File: src/hw/rtl/ddic_pkg.sv
`timescale 1ns / 1ps

package ddic_pkg;

    localparam int DIGITS      = 8;
    localparam int PACK_DIGITS = 2 * DIGITS;
    localparam int IN_W        = 32;
    localparam int VAL_W       = 27;
    localparam int PACK_W      = 54;
    localparam int BCD_W       = 4 * PACK_DIGITS;

    // Binary/BCD conversion steps done in one pipeline stage.
    localparam int STEP_BITS   = 8;
    localparam int VAL_STAGES  = (VAL_W + STEP_BITS - 1) / STEP_BITS;
    localparam int PACK_STAGES = (PACK_W + STEP_BITS - 1) / STEP_BITS;
    localparam int NSTAGES     = 1 + VAL_STAGES + PACK_STAGES;

    localparam int TDATA_IN_W  = ((2 * IN_W + PACK_W + 7) / 8) * 8;
    localparam int TDATA_OUT_W = ((PACK_W + 2 * VAL_W + 7) / 8) * 8;

    localparam logic signed [IN_W-1:0] CLAMP_LOW  = -32'sd49999900;
    localparam logic signed [IN_W-1:0] CLAMP_HIGH = 32'sd50000000;
    localparam logic [VAL_W-1:0]       OFFSET     = 27'd49999900;

    typedef enum logic {
        OP_ENCODE = 1'b0,
        OP_DECODE = 1'b1
    } op_t;

    typedef logic [NSTAGES-1:0] stage_en_t;
    typedef logic [BCD_W-1:0]   bcd_t;

    // One double-dabble step: correct every digit of five or more, then shift a bit in.
    function automatic bcd_t bcd_shl(input bcd_t bcd, input logic bit_in);
        bcd_t r;
        r = bcd;
        for (int d = 0; d < PACK_DIGITS; d++) begin
            if (r[4*d +: 4] >= 4'd5) begin
                r[4*d +: 4] = r[4*d +: 4] + 4'd3;
            end
        end
        return {r[BCD_W-2:0], bit_in};
    endfunction

    // One reverse double-dabble step: halve the decimal value; the caller keeps bit 0.
    function automatic bcd_t bcd_shr(input bcd_t bcd);
        bcd_t r;
        r = bcd >> 1;
        for (int d = 0; d < PACK_DIGITS; d++) begin
            if (r[4*d +: 4] >= 4'd8) begin
                r[4*d +: 4] = r[4*d +: 4] - 4'd3;
            end
        end
        return r;
    endfunction

endpackage

File: src/hw/rtl/ddic_dec_pipe.sv
`timescale 1ns / 1ps

module ddic_dec_pipe (
    input  logic                              aclk,
    input  ddic_pkg::stage_en_t               load,
    input  logic [ddic_pkg::PACK_W-1:0]       packed_in,
    output logic signed [ddic_pkg::VAL_W-1:0] x_out_centi,
    output logic signed [ddic_pkg::VAL_W-1:0] y_out_centi
);

    localparam int VAL_W  = ddic_pkg::VAL_W;
    localparam int PACK_W = ddic_pkg::PACK_W;
    localparam int BCD_W  = ddic_pkg::BCD_W;
    localparam int STEP   = ddic_pkg::STEP_BITS;
    localparam int VS     = ddic_pkg::VAL_STAGES;
    localparam int PS     = ddic_pkg::PACK_STAGES;

    // Odd decimal positions carry x, even ones carry y.
    function automatic ddic_pkg::bcd_t pick_digits(input ddic_pkg::bcd_t pd,
                                                   input logic odd);
        ddic_pkg::bcd_t r;
        r = '0;
        for (int j = 0; j < ddic_pkg::DIGITS; j++) begin
            r[4*j +: 4] = odd ? pd[8*j + 4 +: 4] : pd[8*j +: 4];
        end
        return r;
    endfunction

    logic [PACK_W-1:0] pw_reg [0:PS-1];
    logic [BCD_W-1:0]  pd_reg [0:PS-1];
    logic [BCD_W-1:0]  xd_reg [0:VS-1];
    logic [BCD_W-1:0]  yd_reg [0:VS-1];
    logic [VAL_W-1:0]  xb_reg [0:VS-1];
    logic [VAL_W-1:0]  yb_reg [0:VS-1];
    logic signed [VAL_W-1:0] xo_reg;
    logic signed [VAL_W-1:0] yo_reg;

    // Binary to BCD. Carries out of the top digit are dropped, which keeps
    // only the low decimal digits of the packed word.
    for (genvar s = 0; s < PS; s++) begin : g_b2d
        localparam int FIRST = PACK_W - 1 - s * STEP;
        localparam int N     = (PACK_W - s * STEP < STEP) ? PACK_W - s * STEP : STEP;

        logic [PACK_W-1:0] pw_in;
        logic [BCD_W-1:0]  pd_in;
        logic [BCD_W-1:0]  pd_next;

        if (s == 0) begin : g_first
            assign pw_in = packed_in;
            assign pd_in = '0;
        end else begin : g_rest
            assign pw_in = pw_reg[s-1];
            assign pd_in = pd_reg[s-1];
        end

        always_comb begin
            pd_next = pd_in;
            for (int i = 0; i < N; i++) begin
                pd_next = ddic_pkg::bcd_shl(pd_next, pw_in[FIRST-i]);
            end
        end

        always_ff @(posedge aclk) begin
            if (load[s]) begin
                pw_reg[s] <= pw_in;
                pd_reg[s] <= pd_next;
            end
        end
    end

    // Each half back to binary, least significant bit first.
    for (genvar k = 0; k < VS; k++) begin : g_d2b
        localparam int N = (VAL_W - k * STEP < STEP) ? VAL_W - k * STEP : STEP;

        logic [BCD_W-1:0] xd_in;
        logic [BCD_W-1:0] yd_in;
        logic [VAL_W-1:0] xb_in;
        logic [VAL_W-1:0] yb_in;
        logic [BCD_W-1:0] xd_next;
        logic [BCD_W-1:0] yd_next;
        logic [VAL_W-1:0] xb_next;
        logic [VAL_W-1:0] yb_next;

        if (k == 0) begin : g_first
            assign xd_in = pick_digits(pd_reg[PS-1], 1'b1);
            assign yd_in = pick_digits(pd_reg[PS-1], 1'b0);
            assign xb_in = '0;
            assign yb_in = '0;
        end else begin : g_rest
            assign xd_in = xd_reg[k-1];
            assign yd_in = yd_reg[k-1];
            assign xb_in = xb_reg[k-1];
            assign yb_in = yb_reg[k-1];
        end

        always_comb begin
            xd_next = xd_in;
            yd_next = yd_in;
            xb_next = xb_in;
            yb_next = yb_in;
            for (int i = 0; i < N; i++) begin
                xb_next = {xd_next[0], xb_next[VAL_W-1:1]};
                yb_next = {yd_next[0], yb_next[VAL_W-1:1]};
                xd_next = ddic_pkg::bcd_shr(xd_next);
                yd_next = ddic_pkg::bcd_shr(yd_next);
            end
        end

        always_ff @(posedge aclk) begin
            if (load[PS + k]) begin
                xd_reg[k] <= xd_next;
                yd_reg[k] <= yd_next;
                xb_reg[k] <= xb_next;
                yb_reg[k] <= yb_next;
            end
        end
    end

    always_ff @(posedge aclk) begin
        if (load[PS + VS]) begin
            xo_reg <= $signed(xb_reg[VS-1] - ddic_pkg::OFFSET);
            yo_reg <= $signed(yb_reg[VS-1] - ddic_pkg::OFFSET);
        end
    end

    assign x_out_centi = xo_reg;
    assign y_out_centi = yo_reg;

endmodule

File: config.mk
export PLATFORM = sky130hd
export DESIGN_NAME = ddic_dec_pipe
export DESIGN_NICKNAME = d
export VERILOG_FILES = /design/src/hw/rtl/ddic_pkg.sv /design/src/hw/rtl/ddic_dec_pipe.sv
export SDC_FILE = /design/constraint.sdc
export NUM_CORES = 2
export LEC_CHECK = 0
export BUFFER_PORTS_ARGS = -buffer_cell sky130_fd_sc_hd__buf_2
export CORE_AREA = 2 2 452 454
export DETAILED_ROUTE_END_ITERATION = 8
export DIE_AREA = 0 0 454 456
export PLACE_DENSITY = 0.68
export SLEW_MARGIN = 20
export SYNTH_ARGS = -nofsm -noshare
export SYNTH_HDL_FRONTEND = slang
export SYNTH_SLANG_ARGS = --single-unit
File: constraint.sdc
create_clock -name aclk -period 13.18 [get_ports aclk]
set_clock_uncertainty 0.15 [all_clocks]
set_input_delay 2.636 -clock aclk [delete_from_list [all_inputs] [get_ports aclk]]
set_output_delay 2.636 -clock aclk [all_outputs]
set_load 0.01 [all_outputs]
==> impl_metrics.yaml <==
synth:
  synthFlopType: "edfxtp_1"
  synth.area.top_cells: "edfxtp_1 24%, ha_1 10%, xnor2_1 5.5%"
  ys_top_cells_by_count: "1,094 x nor2_1, 957 x inv_1, 881 x a21oi_1"
  synth-edff-count: 734
  yosysMostFrequentCell: "nor2_1"
  synthesis.nets: 11900
  synth_top_area_frac: 0.2430
  synthArstFlopShare: 0
  yosysSeqAreaShare: 0.2430
  ys_ff_latch: 734
  yosysTopAreaCell: "edfxtp_1"
  yosysUniqueCellTypes: 141
  netlist_area_um2: 90710
  syn_avg_cell_area_um2: 8.189
  ys.warnings.count: 0
  syn_inst: 11080
sta:
  finalCriticalPeriod_ns: 8.834
  maxSlewHeadroom: 0.2755
  fin_crit_sh: 0.6702
  fmax_ghz: 0.1132
  drv_slew: 0
  setup_tns_ns: 0
  finalHoldViolCount: 0
  tightestPinTransition_ns: 1.087
  holdWs_ns: 0.2424
  rsz0062_at_grt: "false"
  setup_viol: 0
floorplanning:
  num_rows: 165
  start_util: 0.4497
  die_area_um2: 207000
  coreArea_um2: 201700
  die_w_um: 454
  ios: 121
  die_h_um: 456
critical_path:
  startpoint_type: "register"
  critPathKind: "register to register"
  crit_slowest_cell: "o32ai_2"
  crit_path_end_kind: "register"
  arrival_ns: 9.17
  path_common_cell: "ha_1"
  slowest_delay_ns: 0.59
  rrSetupSlack_ns: 4.35
  critPathMaxFanout: 15
  required_ns: 13.52
cts:
  clk_pin_slew_ns: 0.06
  htreeDepth: 3
  cts_sinks: 734
  clock_latency_ns: 0.74
  cts_tree: "built"
  ctsLongestPathBuffers: 3
  cts_hold_buf: 0
  cts-resized-gates: 0
  cts_buffers: 90
  cts_setup_buffers: 0
  clockRootBuffer: "clkbuf_16"
detailed_routing:
  first_pass_iters: 7
  via_per_inst: 5.677
  drt-initial-drc-count: 4255
  wirelength_um: 184400
  vias: 78660
  antenna_left: 0
  route.detailed.drc: 0
  routed_wire_length_per_instance_um: 13.31
layout:
  largest_register_ff_count: 279
  nets: 11930
  fin_util: 0.4809
  design_area_um2: 97000
  fillers: 18670
  area_growth_pct: 6.928
  drive_gt1_frac: 0.08415
placement:
  portBuffers: 120
  place_hpwl_um: 143400
  placed_area_um2: 93900
  place_congestion: 0.8488
grt:
  antenna_found_initial: 2
  grt.overflow.total: 0
  grt_pass1_wl_um: 319600
  gr-usage-all-layers: 0.1710
  grt_pass1_vias: 74310
  grt_max_degree: 70
outcome:
  run_status: "finished clean"
worst_hold_path:
  worst_hold_path_type: "register to register"
run:
  cap_violations: 0
-- placed cells by master, fill, tap and decap left out, drive strengths merged, types with 75 or more instances in the layout --
cell and instances:
or3 77, xnor2 597, ha 758, a211o 75
nand2b 229, nand2 780, o21ai 888, mux2i 386
nand3 222, nor2 1100, a211oi 196, edfxtp 734
o211ai 137, xor2 266, or2 123, o22ai 101
nor3 231, clkbuf 99, mux2 203, buf 143
a31oi 109, and3 84, nor2b 221, a21oi 919
inv 1000, and2 114, o21a 107, a21o 143
-- through the flow --
stage	std cells	setup slack, ns
5_1_grt	13850	3.643
2_1_floorplan	11080	5.895
4_1_cts	13850	4.127
6_report	13860	4.346
3_5_place_dp	13690	4.131
3_3_place_gp	13690	4.280
-- worst paths after layout --
path,start,to,depth (start not counted)
max,pd_reg[4][40],pd_reg[5][51],35
min reg2reg,pw_reg[2][2],pw_reg[3][2],0
min,pw_reg[2][2],pw_reg[3][2],0
max reg2reg,pd_reg[4][40],pd_reg[5][51],35
-- cell families (layout without fill, tap and decap cells) --
kind of cell	after synthesis	after routing	synth area share
XOR/XNOR	868	868	0.08806
buffers and inverters	1197	1302	0.05131
AND/OR/NAND/NOR	3428	3428	0.1823
other	0	1	0
adder cells (fa/ha/maj)	778	778	0.1068
flip-flops	734	734	0.2430
multiplexers	589	589	0.06902
AO/OA/AOI/OAI	3483	3483	0.2596
-- routing by layer --
layer / global-route usage / vias to the layer above / wire length, um
met4: 0.04212 / 2 / 3446
met2: 0.3284 / 1033 / 95110
li1: - / 40560 / -
met5: 0 / - / 7
met3: 0.01866 / 226 / 4756
met1: 0.1986 / 36840 / 81060
-- final cells by class --
class	count	area, um2	area share
Clock buffer	99	2286	0.02357
Inverter	993	3727	0.03843
Tap cell	2672	3343	0.03447
Multi-Input combinational cell	9146	64030	0.6602
Clock inverter	67	784.5	0.008088
Antenna cell	1	2.502	0.00002580
Timing Repair Buffer	143	778.2	0.008024
Sequential cell	734	22040	0.2272
-- critical path, delay by kind of cell, from the launching register on --
family | cells | cell delay, ns
DFF | 1 | 0.43
adders and majority gates | 6 | 1.38
xor gates and xnor gates | 1 | 0.43
and+or+nand+nor | 7 | 2.11
AOI/OAI and AO/OA | 15 | 3.43
buffers and inverters | 6 | 0.65
Power is left out: the tool's default activity adds up to more than one toggle a clock period on the data nets, which glitch-free logic cannot reach.
