`src/hw/rtl/ddic_pkg.sv`:
```
`timescale 1ns / 1ps

package ddic_pkg;

    localparam int DIGITS      = 8;
    localparam int PACK_DIGITS = 2 * DIGITS;
    localparam int IN_W        = 32;
    localparam int VAL_W       = 27;
    localparam int PACK_W      = 54;
    localparam int BCD_W       = 4 * PACK_DIGITS;

    // Binary/BCD conversion steps done in one pipeline stage.
    localparam int STEP_BITS   = 8;
    localparam int VAL_STAGES  = (VAL_W + STEP_BITS - 1) / STEP_BITS;
    localparam int PACK_STAGES = (PACK_W + STEP_BITS - 1) / STEP_BITS;
    localparam int NSTAGES     = 1 + VAL_STAGES + PACK_STAGES;

    localparam int TDATA_IN_W  = ((2 * IN_W + PACK_W + 7) / 8) * 8;
    localparam int TDATA_OUT_W = ((PACK_W + 2 * VAL_W + 7) / 8) * 8;

    localparam logic signed [IN_W-1:0] CLAMP_LOW  = -32'sd49999900;
    localparam logic signed [IN_W-1:0] CLAMP_HIGH = 32'sd50000000;
    localparam logic [VAL_W-1:0]       OFFSET     = 27'd49999900;

    typedef enum logic {
        OP_ENCODE = 1'b0,
        OP_DECODE = 1'b1
    } op_t;

    typedef logic [NSTAGES-1:0] stage_en_t;
    typedef logic [BCD_W-1:0]   bcd_t;

    // One double-dabble step: correct every digit of five or more, then shift a bit in.
    function automatic bcd_t bcd_shl(input bcd_t bcd, input logic bit_in);
        bcd_t r;
        r = bcd;
        for (int d = 0; d < PACK_DIGITS; d++) begin
            if (r[4*d +: 4] >= 4'd5) begin
                r[4*d +: 4] = r[4*d +: 4] + 4'd3;
            end
        end
        return {r[BCD_W-2:0], bit_in};
    endfunction

    // One reverse double-dabble step: halve the decimal value; the caller keeps bit 0.
    function automatic bcd_t bcd_shr(input bcd_t bcd);
        bcd_t r;
        r = bcd >> 1;
        for (int d = 0; d < PACK_DIGITS; d++) begin
            if (r[4*d +: 4] >= 4'd8) begin
                r[4*d +: 4] = r[4*d +: 4] - 4'd3;
            end
        end
        return r;
    endfunction

endpackage

```
`src/hw/rtl/ddic_enc_pipe.sv`:
```
`timescale 1ns / 1ps

module ddic_enc_pipe (
    input  logic                         aclk,
    input  ddic_pkg::stage_en_t          load,
    input  logic signed [31:0]           dx_centi,
    input  logic signed [31:0]           dy_centi,
    output logic [ddic_pkg::PACK_W-1:0]  packed_out
);

    localparam int IN_W   = ddic_pkg::IN_W;
    localparam int VAL_W  = ddic_pkg::VAL_W;
    localparam int PACK_W = ddic_pkg::PACK_W;
    localparam int BCD_W  = ddic_pkg::BCD_W;
    localparam int STEP   = ddic_pkg::STEP_BITS;
    localparam int VS     = ddic_pkg::VAL_STAGES;
    localparam int PS     = ddic_pkg::PACK_STAGES;

    function automatic logic [VAL_W-1:0] bias(input logic signed [IN_W-1:0] v);
        logic signed [IN_W-1:0] c;
        c = v;
        if (v < ddic_pkg::CLAMP_LOW) begin
            c = ddic_pkg::CLAMP_LOW;
        end else if (v > ddic_pkg::CLAMP_HIGH) begin
            c = ddic_pkg::CLAMP_HIGH;
        end
        return VAL_W'(c + IN_W'(ddic_pkg::OFFSET));
    endfunction

    // x digits go to the odd decimal positions, y digits to the even ones.
    function automatic ddic_pkg::bcd_t interleave(input ddic_pkg::bcd_t xd,
                                                  input ddic_pkg::bcd_t yd);
        ddic_pkg::bcd_t r;
        r = '0;
        for (int j = 0; j < ddic_pkg::DIGITS; j++) begin
            r[8*j +: 4]     = yd[4*j +: 4];
            r[8*j + 4 +: 4] = xd[4*j +: 4];
        end
        return r;
    endfunction

    logic [VAL_W-1:0] xb_reg;
    logic [VAL_W-1:0] yb_reg;
    logic [VAL_W-1:0] xw_reg [0:VS-1];
    logic [VAL_W-1:0] yw_reg [0:VS-1];
    logic [BCD_W-1:0] xd_reg [0:VS-1];
    logic [BCD_W-1:0] yd_reg [0:VS-1];
    logic [BCD_W-1:0] pd_reg [0:PS-1];
    logic [PACK_W-1:0] pb_reg [0:PS-1];

    always_ff @(posedge aclk) begin
        if (load[0]) begin
            xb_reg <= bias(dx_centi);
            yb_reg <= bias(dy_centi);
        end
    end

    // Binary to BCD, most significant bit first.
    for (genvar s = 0; s < VS; s++) begin : g_b2d
        localparam int FIRST = VAL_W - 1 - s * STEP;
        localparam int N     = (VAL_W - s * STEP < STEP) ? VAL_W - s * STEP : STEP;

        logic [VAL_W-1:0] xw_in;
        logic [VAL_W-1:0] yw_in;
        logic [BCD_W-1:0] xd_in;
        logic [BCD_W-1:0] yd_in;
        logic [BCD_W-1:0] xd_next;
        logic [BCD_W-1:0] yd_next;

        if (s == 0) begin : g_first
            assign xw_in = xb_reg;
            assign yw_in = yb_reg;
            assign xd_in = '0;
            assign yd_in = '0;
        end else begin : g_rest
            assign xw_in = xw_reg[s-1];
            assign yw_in = yw_reg[s-1];
            assign xd_in = xd_reg[s-1];
            assign yd_in = yd_reg[s-1];
        end

        always_comb begin
            xd_next = xd_in;
            yd_next = yd_in;
            for (int i = 0; i < N; i++) begin
                xd_next = ddic_pkg::bcd_shl(xd_next, xw_in[FIRST-i]);
                yd_next = ddic_pkg::bcd_shl(yd_next, yw_in[FIRST-i]);
            end
        end

        always_ff @(posedge aclk) begin
            if (load[1 + s]) begin
                xw_reg[s] <= xw_in;
                yw_reg[s] <= yw_in;
                xd_reg[s] <= xd_next;
                yd_reg[s] <= yd_next;
            end
        end
    end

    // Interleaved BCD back to binary, least significant bit first.
    for (genvar t = 0; t < PS; t++) begin : g_d2b
        localparam int N = (PACK_W - t * STEP < STEP) ? PACK_W - t * STEP : STEP;

        logic [BCD_W-1:0]  pd_in;
        logic [PACK_W-1:0] pb_in;
        logic [BCD_W-1:0]  pd_next;
        logic [PACK_W-1:0] pb_next;

        if (t == 0) begin : g_first
            assign pd_in = interleave(xd_reg[VS-1], yd_reg[VS-1]);
            assign pb_in = '0;
        end else begin : g_rest
            assign pd_in = pd_reg[t-1];
            assign pb_in = pb_reg[t-1];
        end

        always_comb begin
            pd_next = pd_in;
            pb_next = pb_in;
            for (int i = 0; i < N; i++) begin
                pb_next = {pd_next[0], pb_next[PACK_W-1:1]};
                pd_next = ddic_pkg::bcd_shr(pd_next);
            end
        end

        always_ff @(posedge aclk) begin
            if (load[1 + VS + t]) begin
                pd_reg[t] <= pd_next;
                pb_reg[t] <= pb_next;
            end
        end
    end

    assign packed_out = pb_reg[PS-1];

endmodule

```
`config.mk`:
```
export PLATFORM = sky130hd
export DESIGN_NAME = ddic_enc_pipe
export DESIGN_NICKNAME = d
export VERILOG_FILES = /design/src/hw/rtl/ddic_pkg.sv /design/src/hw/rtl/ddic_enc_pipe.sv
export SDC_FILE = /design/constraint.sdc
export NUM_CORES = 2
export LEC_CHECK = 0
export ABC_AREA = 1
export BUFFER_PORTS_ARGS = -buffer_cell sky130_fd_sc_hd__buf_2
export CORE_ASPECT_RATIO = 1.1
export CORE_MARGIN = 8
export CORE_UTILIZATION = 47
export DETAILED_ROUTE_END_ITERATION = 7
export PLACE_DENSITY = 0.64
export RECOVER_POWER = 100
export SKIP_LAST_GASP = 1
export SYNTH_ARGS = -nofsm -noshare
export SYNTH_HDL_FRONTEND = slang
export SYNTH_SLANG_ARGS = --single-unit
export TNS_END_PERCENT = 5
```
`constraint.sdc`:
```
create_clock -name aclk -period 5.6 [get_ports aclk]
set_input_delay 1.68 -clock aclk [delete_from_list [all_inputs] [get_ports aclk]]
set_output_delay 1.68 -clock aclk [all_outputs]
set_load 0.03 [all_outputs]
```
==> impl_metrics.yaml <==
floorplanning:
  start_util_pct: 47.22
  die-area_sq_um: 178200
  rows: 156
  die_y_um: 441.9
  ios: 131
  core-area_sq_um: 164200
  die_x_um: 403.2
routing:
  detail_route.wirelength_um: 148200
  avgViaCountPerCell: 4.839
  drt_iter0_drc: 2117
  dr.pass1.iters: 7
  wire_per_inst_um: 10.87
  drtAntennaViolNets: 0
  drc: 0
  vias: 65960
global_routing:
  grt_first_pass_wirelength_um: 250800
  track_usage_pct: 15.61
  antenna_found_initial: 1
  grt_max_degree: 40
  grt_remaining_overflow: 0
  grt_pass1_vias: 63485
yosys:
  yosysMostFrequentCell: "nand2_1"
  seq_area_frac_synth_pct: 28.86
  synth_area_leaders: "edfxtp_1 29%, ha_1 13%, nand2_1 12%"
  synth_ff_type: "edfxtp_1"
  synth_cell_types: 60
  synth_top_cell_area_share_pct: 28.86
  synth_top_family_by_area: "simple AND/OR/NAND/NOR gates"
  synth_compound_area_share_pct: 10.74
  ys_async_sr_fraction_pct: 0
  avgSynthCellArea_sq_um: 7.259
  syn_nets: 11586
  ys_seq_elements: 745
  yosys.area.top_type: "edfxtp_1"
  synthCells: 10679
  syn_area_sq_um: 77520
  synth_xor_area_share_pct: 10.27
  synth_common_cells: "2539 x nand2_1, 2296 x inv_1, 886 x o21ai_0, 830 x ha_1, 745 x edfxtp_1"
  synth_fa_ha_area_share_pct: 13.40
  yosys.area_share.simple_pct: 25.21
  synth-edff-count: 745
  muxShareOfSynthArea_pct: 0.1533
  ys.warnings.count: 0
layout:
  nNetsFinal: 12260
  area_growth_pct: 16.59
  drive_gt1_share_pct: 18.26
  largest_reg_flops: 222
timing:
  worst_pin_slew_ps: 958.6
  skew_ps: 44.36
  hold_viol_final: 0
  relSlewSlack_pct: 36.09
  finalCriticalPeriod_ps: 5491
  finalSetupViolations: 0
  fin_crit_sh_pct: 98.05
  tns_ps: 0
  drv_slew: 0
  finalWorstSetupSlack_ps: 109.3
  rsz0062_at_grt: "yes"
  fmax_ghz: 0.1821
cts:
  root_buffer: "clkbuf_16"
  clkSlewWorstSetupHoldPaths_ps: 60
  cts_buffer_depth: 3
  cts_tree: "done"
  cts_sinks: 745
  cts_made_buffers: 90
  h-tree-depth: 3
  clkLatencyLatePin_ps: 710
worst_setup_path:
  r2r_end: "pd_reg[1][29]"
  crit_path_max_incr_delay_ps: 430
  crit_family: "adder cells"
  crit_path_frequent_cell: "ha_1"
  cpMaxStageDelayCell: "edfxtp_1"
  worstReg2RegStart: "pd_reg[0][29]"
  rr_worst_depth: 29
  startpoint_type: "flip-flop"
  cp.buffers_inverters: 5
  worstPathRequired_ps: 6010
  critPathMaxFanout: 3
  path_class: "flip-flop to flip-flop"
  cp-end-kind: "flip-flop"
  arrival_ps: 5900
  rrSetupSlack_ps: 110
run:
  max_cap_viol_count: 0
place:
  place_ws_ps: -352.7
  dpl.hpwl_um: 117200
  portBuffers: 130
  place.gp.congestion: 0.8309
outcome:
  status: "completed"
worst_hold_path:
  holdPathEnd: "pb_reg[6][21]"
  hp-class: "flip-flop to flip-flop"
  hold_depth: 0
  worstHoldStart: "pb_reg[5][27]"
-- what timing repair did --
| action | CTS | global route |
|---|---|---|
| endpoints found under the setup margin | 82 | 297 |
| pin swaps | 26 | 310 |
| buffers inserted | 44 | 208 |
| hold buffers | 0 | 0 |
| resized for setup | 81 | 904 |
-- cells by family after synthesis --
kind of cell | count (synthesis)
buffers and inverters | 2346
DFF | 745
xor gates and xnor gates | 883
AOI/OAI and AO/OA | 1506
and+or+nand+nor | 4358
adders and majority gates | 830
muxes | 11
-- layout by cell type, fill, tap and decap left out, types with 140 or more instances in the layout --
master    count
inv_1      2180
buf_4       457
ha_1        737
o21ai_1     173
nor2_1      511
a21oi_1     232
edfxtp_1    745
nand3_1     403
xor2_1      497
xnor2_1     216
nand2_1    2456
nand2_2     304
inv_2       151
o21ai_0     690
or2_2       140
-- how the worst max path moves through the flow --
stage                        from       endpoint  depth (start not counted)
floorplan            xd_reg[3][9]  pd_reg[0][21]                         31
global placement     xd_reg[3][9]  pd_reg[0][21]                         31
detailed placement  yd_reg[1][16]  yd_reg[2][26]                         42
CTS                 pd_reg[1][33]  pd_reg[2][33]                         30
global route        pd_reg[0][41]  pd_reg[1][41]                         30
finish              pd_reg[0][29]  pd_reg[1][29]                         29
-- metrics by stage --
step / hold WS, ps / util, % / instances / instance area [sq um]
2_1_floorplan: 400.3 / - / 10679 / 77550
3_3_place_gp: 400.9 / 50.26 / 13222 / 82500
3_5_place_dp: 404.5 / 50.26 / 13222 / 82500
4_1_cts: 413.6 / 52.43 / 13424 / 86060
5_1_grt: 416.2 / 55.06 / 13632 / 90380
6_report: 410.3 / 55.06 / 13632 / 90380
-- final cells by class --
type                            instances  area, sq um
Inverter                             2341         8798
Tap cell                             2212         2768
Clock inverter                         54        630.6
Antenna cell                            1        2.502
Timing Repair Buffer                  587         4081
Fill cell                           14978        73780
Sequential cell                       745        22370
Clock buffer                          104         2326
Multi-Input combinational cell       7588        49400
-- routing by layer --
layer | wire length (um) | vias up | part of all wire [%] | GRT usage, %
met3 | 3499 | 273 | 2.4 | 2.054
met2 | 84360 | 502 | 57 | 33.30
met5 | 0 | - | 0 | 0
met4 | 4547 | 0 | 3.1 | 5.473
met1 | 55760 | 30059 | 38 | 14.72
li1 | - | 35126 | - | -
Power is left out: the tool's default activity adds up to more than one toggle a clock period on the data nets, which glitch-free logic cannot reach.
